<file path="config.mk">
export PLATFORM = sky130hd
export DESIGN_NAME = sha512_front
export DESIGN_NICKNAME = d
export VERILOG_FILES = /design/src/hw/rtl/sha512_pkg.sv /design/src/hw/rtl/sha512_front.sv
export SDC_FILE = /design/constraint.sdc
export NUM_CORES = 1
export LEC_CHECK = 0
export ABC_AREA = 1
export BUFFER_PORTS_ARGS = -buffer_cell sky130_fd_sc_hd__buf_2
export CORE_UTILIZATION = 52
export DETAILED_ROUTE_END_ITERATION = 8
export MAX_ROUTING_LAYER = met4
export PLACE_DENSITY_LB_ADDON = 0.05
export SKIP_CTS_REPAIR_TIMING = 1
export SLEW_MARGIN = 20
export SYNTH_ARGS = -nofsm -noshare
export SYNTH_HDL_FRONTEND = slang
export SYNTH_SLANG_ARGS = --single-unit
export TNS_END_PERCENT = 10
</file>
<file path="constraint.sdc">
create_clock -name clk -period 5.3 [get_ports clk]
set_input_delay 0.265 -clock clk [delete_from_list [all_inputs] [get_ports clk]]
set_output_delay 0.265 -clock clk [all_outputs]
set_load 0.02 [all_outputs]
</file>
<file path="src/hw/rtl/sha512_pkg.sv">
`timescale 1ns / 1ps
package sha512_pkg;

  localparam int DIGEST_WORDS = 8;
  localparam int ROUNDS = 80;
  localparam int BLOCK_WORDS = 16;
  localparam int CFG_REGS = 8;
  localparam int CFG_IDX_W = 3;

  typedef struct packed {
    logic [63:0] message_word;
    logic        start_message;
    logic        final_block;
  } in_item_t;

  typedef struct packed {
    logic [63:0] digest_word;
    logic [2:0]  digest_index;
    logic        digest_last;
  } out_item_t;

  // Front to back: one classified word
  typedef struct packed {
    logic [63:0] sched_word;
    logic        start;
    logic        last_slot;
    logic        final_block;
  } fq_item_t;

  typedef logic [63:0] kround_arr_t [ROUNDS];

  localparam kround_arr_t KROUND = '{
    64'h428a2f98d728ae22, 64'h7137449123ef65cd, 64'hb5c0fbcfec4d3b2f, 64'he9b5dba58189dbbc,
    64'h3956c25bf348b538, 64'h59f111f1b605d019, 64'h923f82a4af194f9b, 64'hab1c5ed5da6d8118,
    64'hd807aa98a3030242, 64'h12835b0145706fbe, 64'h243185be4ee4b28c, 64'h550c7dc3d5ffb4e2,
    64'h72be5d74f27b896f, 64'h80deb1fe3b1696b1, 64'h9bdc06a725c71235, 64'hc19bf174cf692694,
    64'he49b69c19ef14ad2, 64'hefbe4786384f25e3, 64'h0fc19dc68b8cd5b5, 64'h240ca1cc77ac9c65,
    64'h2de92c6f592b0275, 64'h4a7484aa6ea6e483, 64'h5cb0a9dcbd41fbd4, 64'h76f988da831153b5,
    64'h983e5152ee66dfab, 64'ha831c66d2db43210, 64'hb00327c898fb213f, 64'hbf597fc7beef0ee4,
    64'hc6e00bf33da88fc2, 64'hd5a79147930aa725, 64'h06ca6351e003826f, 64'h142929670a0e6e70,
    64'h27b70a8546d22ffc, 64'h2e1b21385c26c926, 64'h4d2c6dfc5ac42aed, 64'h53380d139d95b3df,
    64'h650a73548baf63de, 64'h766a0abb3c77b2a8, 64'h81c2c92e47edaee6, 64'h92722c851482353b,
    64'ha2bfe8a14cf10364, 64'ha81a664bbc423001, 64'hc24b8b70d0f89791, 64'hc76c51a30654be30,
    64'hd192e819d6ef5218, 64'hd69906245565a910, 64'hf40e35855771202a, 64'h106aa07032bbd1b8,
    64'h19a4c116b8d2d0c8, 64'h1e376c085141ab53, 64'h2748774cdf8eeb99, 64'h34b0bcb5e19b48a8,
    64'h391c0cb3c5c95a63, 64'h4ed8aa4ae3418acb, 64'h5b9cca4f7763e373, 64'h682e6ff3d6b2b8a3,
    64'h748f82ee5defb2fc, 64'h78a5636f43172f60, 64'h84c87814a1f0ab72, 64'h8cc702081a6439ec,
    64'h90befffa23631e28, 64'ha4506cebde82bde9, 64'hbef9a3f7b2c67915, 64'hc67178f2e372532b,
    64'hca273eceea26619c, 64'hd186b8c721c0c207, 64'heada7dd6cde0eb1e, 64'hf57d4f7fee6ed178,
    64'h06f067aa72176fba, 64'h0a637dc5a2c898a6, 64'h113f9804bef90dae, 64'h1b710b35131c471b,
    64'h28db77f523047d84, 64'h32caab7b40c72493, 64'h3c9ebe0a15c9bebc, 64'h431d67c49c100d4c,
    64'h4cc5d4becb3e42b6, 64'h597f299cfc657e2a, 64'h5fcb6fab3ad6faec, 64'h6c44198c4a475817
  };

  function automatic logic [63:0] rotr64(input logic [63:0] x, input int n);
    rotr64 = (x >> n) | (x << (64 - n));
  endfunction

  function automatic logic [63:0] bswap64(input logic [63:0] x);
    logic [63:0] r;
    for (int i = 0; i < 8; i++) r[8*i +: 8] = x[8*(7-i) +: 8];
    bswap64 = r;
  endfunction

  function automatic logic [63:0] big0(input logic [63:0] x);
    big0 = rotr64(x, 28) ^ rotr64(x, 34) ^ rotr64(x, 39);
  endfunction
  function automatic logic [63:0] big1(input logic [63:0] x);
    big1 = rotr64(x, 14) ^ rotr64(x, 18) ^ rotr64(x, 41);
  endfunction
  function automatic logic [63:0] small0(input logic [63:0] x);
    small0 = rotr64(x, 1) ^ rotr64(x, 8) ^ (x >> 7);
  endfunction
  function automatic logic [63:0] small1(input logic [63:0] x);
    small1 = rotr64(x, 19) ^ rotr64(x, 61) ^ (x >> 6);
  endfunction

endpackage

</file>
<file path="src/hw/rtl/sha512_front.sv">
`timescale 1ns / 1ps
module sha512_front (
  input  logic                  clk,
  input  logic                  rst_n,
  input  logic                  in_valid,
  output logic                  in_ready,
  input  sha512_pkg::in_item_t  in_data,
  output logic                  fq_valid,
  input  logic                  fq_ready,
  output sha512_pkg::fq_item_t  fq_data
);
  import sha512_pkg::*;

  localparam int QD = 2;

  fq_item_t   q_r [QD];
  logic [1:0] cnt_r, cnt_nxt;
  logic       wp_r, rp_r;
  logic [3:0] word_count_r, word_count_nxt;
  logic       push, pop;
  fq_item_t   cls;

  assign in_ready = (cnt_r != 2'(QD));
  assign push = in_valid && in_ready;
  assign fq_valid = (cnt_r != 2'd0);
  assign pop = fq_valid && fq_ready;
  assign fq_data = q_r[rp_r];

  always_comb begin
    cls.sched_word  = bswap64(in_data.message_word);
    cls.start       = in_data.start_message;
    cls.last_slot   = (word_count_r == 4'(BLOCK_WORDS - 1));
    cls.final_block = in_data.final_block;
    word_count_nxt  = push ? word_count_r + 4'd1 : word_count_r;
    cnt_nxt         = cnt_r + {1'b0, push} - {1'b0, pop};
  end

  always_ff @(posedge clk) begin
    if (!rst_n) begin
      cnt_r <= '0;
      wp_r <= 1'b0;
      rp_r <= 1'b0;
      word_count_r <= '0;
    end else begin
      cnt_r <= cnt_nxt;
      word_count_r <= word_count_nxt;
      if (push) wp_r <= ~wp_r;
      if (pop) rp_r <= ~rp_r;
    end
  end

  always_ff @(posedge clk) begin
    if (push) q_r[wp_r] <= cls;
  end

endmodule

</file>
Yosys cells after proc, flatten, opt, wreduce, memory -nomap -nowiden --
Memories as Yosys holds them, arrays and structs flattened. A register that Yosys moved wholly into a read port is not among the register bits. Index checks and enable logic that the tools add are counted.
Cells by class: eq/ne operators 2, bitwise operators 2, multiplexer cells 4, reductions and logical operators 3, $add $sub $neg 3
Operators by type and width (number):
- 4-bit by 1-bit adder with 4-bit output (second input constant) | 1
- 4-bit == test (second input constant) | 1
- 1-bit 2-to-1 mux | 4
- 2-bit by 1-bit adder with 2-bit output | 1
- 1-bit logical AND | 2
- 2-bit != test (second input constant) | 1
- 1-bit NOT | 2
- 2-bit nonzero test | 1
- 2-bit by 1-bit subtractor with 2-bit output | 1
Word-level totals: memories kept 1, input port bits 70, word-level logic and storage cells 19, register bits after elaboration 8, output and inout port bits 69, bits in writable memories 134
Memories:
- q_r | words 2, width 67, rd ports 1, clocked after Yosys merged registers in 1, write ports 1, line sha512_front.sv:16 | fq_item_t q_r [QD];

Depth between registers and ports, before layout --
depth in word-level cells 4, gate-level depth with buffers 12, mapped depth without buffers 11

Worst setup path before layout --
No wires, ideal clock.
path type register to register, from register cnt_r[0], to memory q_r[1][0] in the netlist's numbering (enable), path buffers 1, stages on the path, launching flop included 6, setup time 0.494 ns, arrival 3.651 ns, data required time 4.806 ns, path slack 1.155 ns, period minus slack after synthesis 4.145 ns, cell sequence dfxtp_1 -> inv_1 -> nand2_1 -> nand2_1 -> buf_4 -> nor2_1
On the way: longest elaborated chain between the ends 4
RTL lines:
- from (decl) | line sha512_front.sv:17 | logic [1:0] cnt_r, cnt_nxt;
- from (signal assigned) | line sha512_front.sv:45 | cnt_r <= cnt_nxt;
- 2-bit != test | line sha512_front.sv:23 | assign in_ready = (cnt_r != 2'(QD));
- named net in_ready | line sha512_front.sv:6 | output logic in_ready,
- 1-bit logical AND | line sha512_front.sv:24 | assign push = in_valid && in_ready;
- 1-bit 2-to-1 mux | line sha512_front.sv:53 | if (push) q_r[wp_r] <= cls;
- 1-bit 2-to-1 mux (implied by the code) | line sha512_front.sv:53
- to (decl) | line sha512_front.sv:16
The timed path passes the listed nets, and every way through them passes these cells.

==> impl_metrics.ini <==
[sta]
max_freq_mhz = 427.7
final-max-slew-violation-count = 0
finalHoldViolCount = 0
setup_tns_ns = 0
min_period_ns = 2.338
whs_ns = 0.02022
worst_slew_margin_rel_pct = 38.82
fin_ws_ns = 2.962
setup_violations = 0
fin_skew_ns = 0.01210
grt_setup_unrepaired = false
min_period_over_period_pct = 44.12
tightest_slew_ns = 0.9177

[power]
pwr-share-clk_pct = 32.2
p_per_area_nw_per_um2 = 499.2
p_switching_uw = 1092
p_int_uw = 2655
swShare_pct = 29.15
leakagePower_uw = 0.002940
finalPower_uw = 3747
ir_drop_mv = 0.2966
power_frac_seq_pct = 40.5
pwr-share-comb_pct = 27.3

[global_routing]
track_usage_pct = 17.36
grt_max_degree = 69
antenna_found_initial = 0
overflow = 0
grt_pass1_vias = 2832
grt_pass1_wl_mm = 13.55

[die]
die_y_microns = 103.6
start_util_pct = 54.19
io_pins = 139
fp-row-count = 36
dieArea_sq_um = 10740
die_w_microns = 103.6
core_sq_um = 9910

[outcome]
status = finished, final reports clean

[clocking]
cts_root_buf = clkbuf_8
cts.htree.levels = 4
cts-buffers-inserted = 17
cts_tree = built
cts_buffer_depth = 2
clk_pin_slew_ns = 0.06
cts.sinks = 143
insertion_delay_ns = 0.51

[place]
portBuffers = 138
hpwl_mm = 5.284
place_ws_ns = 2.672
globalplace.congestion = 0.7753

[cells_and_area]
n_fill_cell = 637
fin_nets = 560
diodes = 0
multi_input_area_sq_um = 1072
seq_area_sq_um = 4208
syn_to_final_growth_pct = 39.77
drive_gt1_share_pct = 48.20

[synth]
synthAdderAreaFrac_pct = 0.4660
synthesis.area_sq_um = 5370
synth_compound_area_share_pct = 0.6524
async_flop_share_pct = 0
netlist-cell-type-count = 17
ys.flop_type = edfxtp_1
synth_top_family_by_area = multiplexers
syn-num-nets = 341
synth-seq-cells = 143
synth_edf_count = 134
yosys-top-cells-area = edfxtp_1, mux2_4, mux2_2
synthXorXnorAreaFrac_pct = 0.3262
ys_seq_area_share_pct = 78.29
synth_top_area_cell = edfxtp_1
ys_top_cells_by_count = edfxtp_1, mux2_2, mux2_4
synth_cells = 269
synthSimpleGateAreaFrac_pct = 2.097
synth_top_cell_area_share_pct = 74.93
synthMuxAreaShare_pct = 16.15
synth.avg_cell_area_sq_um = 19.96
synth_warnings = 0
yosysMostFrequentCell = edfxtp_1

[route]
dr.first_iter.drc_count = 131
route.detailed.drc = 0
wl_per_cell_microns = 15.23
via_count = 3050
vias_per_cell = 4.818
routed_wl_mm = 9.642
dr.pass1.iters = 4
ant_nets = 0

[critical_path]
endpoint_kind = output pin
crit_fanout = 37
crit_chain = buf_12 > mux2_2 > buf_2
arrival_ns = 2.07
cp_slowest_cell = dfxtp_4
required_ns = 5.04
worstSetupStartpointType = flip-flop
crit_type = reg2out
cpPeakStageDelay_ns = 0.67

[flow_run]
drv_cap = 0

[min_path]
min_path_type = in2reg
## final cells by class
cell class | instances | area share [%]
Clock buffer | 19 | 5.618
Clock inverter | 12 | 2.484
Inverter | 12 | 0.6001
Multi-Input combinational cell | 106 | 14.29
Sequential cell | 143 | 56.06
Tap cell | 133 | 2.217
Timing Repair Buffer | 208 | 18.74
## final timing paths
kind                         from  slack, ns               to  cells past startpoint
hold / removal              rst_n       0.02         cnt_r[0]                      3
hold reg to reg   word_count_r[3]       0.49  word_count_r[3]                      2
setup reg to reg         cnt_r[0]       3.10       q_r[0][19]                      6
setup / recovery        flip-flop       2.96      fq_data[26]                      3
## state kept, by name (all words and copies together) (netlist names), named ones only
register and flops:
rp_r 1, word_count_r 4, cnt_r 2, wp_r 1
q_r 134
## logic make-up after synthesis
group                    after synthesis
AO/OA/AOI/OAI                          7
XOR/XNOR                               2
adder cells (fa/ha/maj)                2
buffers and inverters                 20
flip-flops                           143
multiplexers                          67
AND/OR/NAND/NOR                       28
## worst max-delay path: cells and delay by family (launching register included)
kind | cells | cell delay, ns
multiplexers | 1 | 0.38
buffers and inverters | 2 | 0.48
flip-flops | 1 | 0.67
## power groups by stage
stage                     Clock [uW]  Combinational [uW]  Sequential (uW)
after global routing            1270                1090             1540
after floorplan                    0                 745             1500
after global placement             0                 919             1590
after CTS                       1220                 926             1570
after detailed placement           0                 921             1600
final                           1210                1020             1520
## placed cells by master, fill, tap and decap left out
cell type        n
inv_6            2
dfxtp_4          1
mux2_4          30
nand2_1         14
clkbuf_8         1
a21oi_1          3
dlygate4sd3_1   66
bufinv_16        4
xor2_1           2
buf_4            2
clkinv_4         3
buf_12           2
nor2_4           2
clkinvlp_4       3
nor3_1           2
edfxtp_1       134
buf_2          138
inv_1           12
clkbuf_1         2
ha_1             2
nor2_1           7
nand3_1          2
mux2_2          37
nand4_1          1
dfxtp_1          8
clkbuf_16       16
o21ai_0          4
## per-layer routing
layer / wire, microns / up-vias / track usage, %
li1: - / 1462 / -
met3: 559 / 10 / 5.979
met1: 4093 / 1476 / 19.76
met2: 4873 / 102 / 28.19
met5: 0 / - / -
met4: 115 / 0 / 7.039
## per-stage QoR
step | utilization (%) | std cells | cell area (sq um)
floorplan | - | 269 | 5370
global placement | 62.54 | 534 | 6197
detailed placement | 62.54 | 534 | 6197
CTS | 68.67 | 565 | 6805
global route | 75.74 | 633 | 7506
finish | 75.74 | 633 | 7506
No activity file was read; power rests on OpenSTA's default activity.
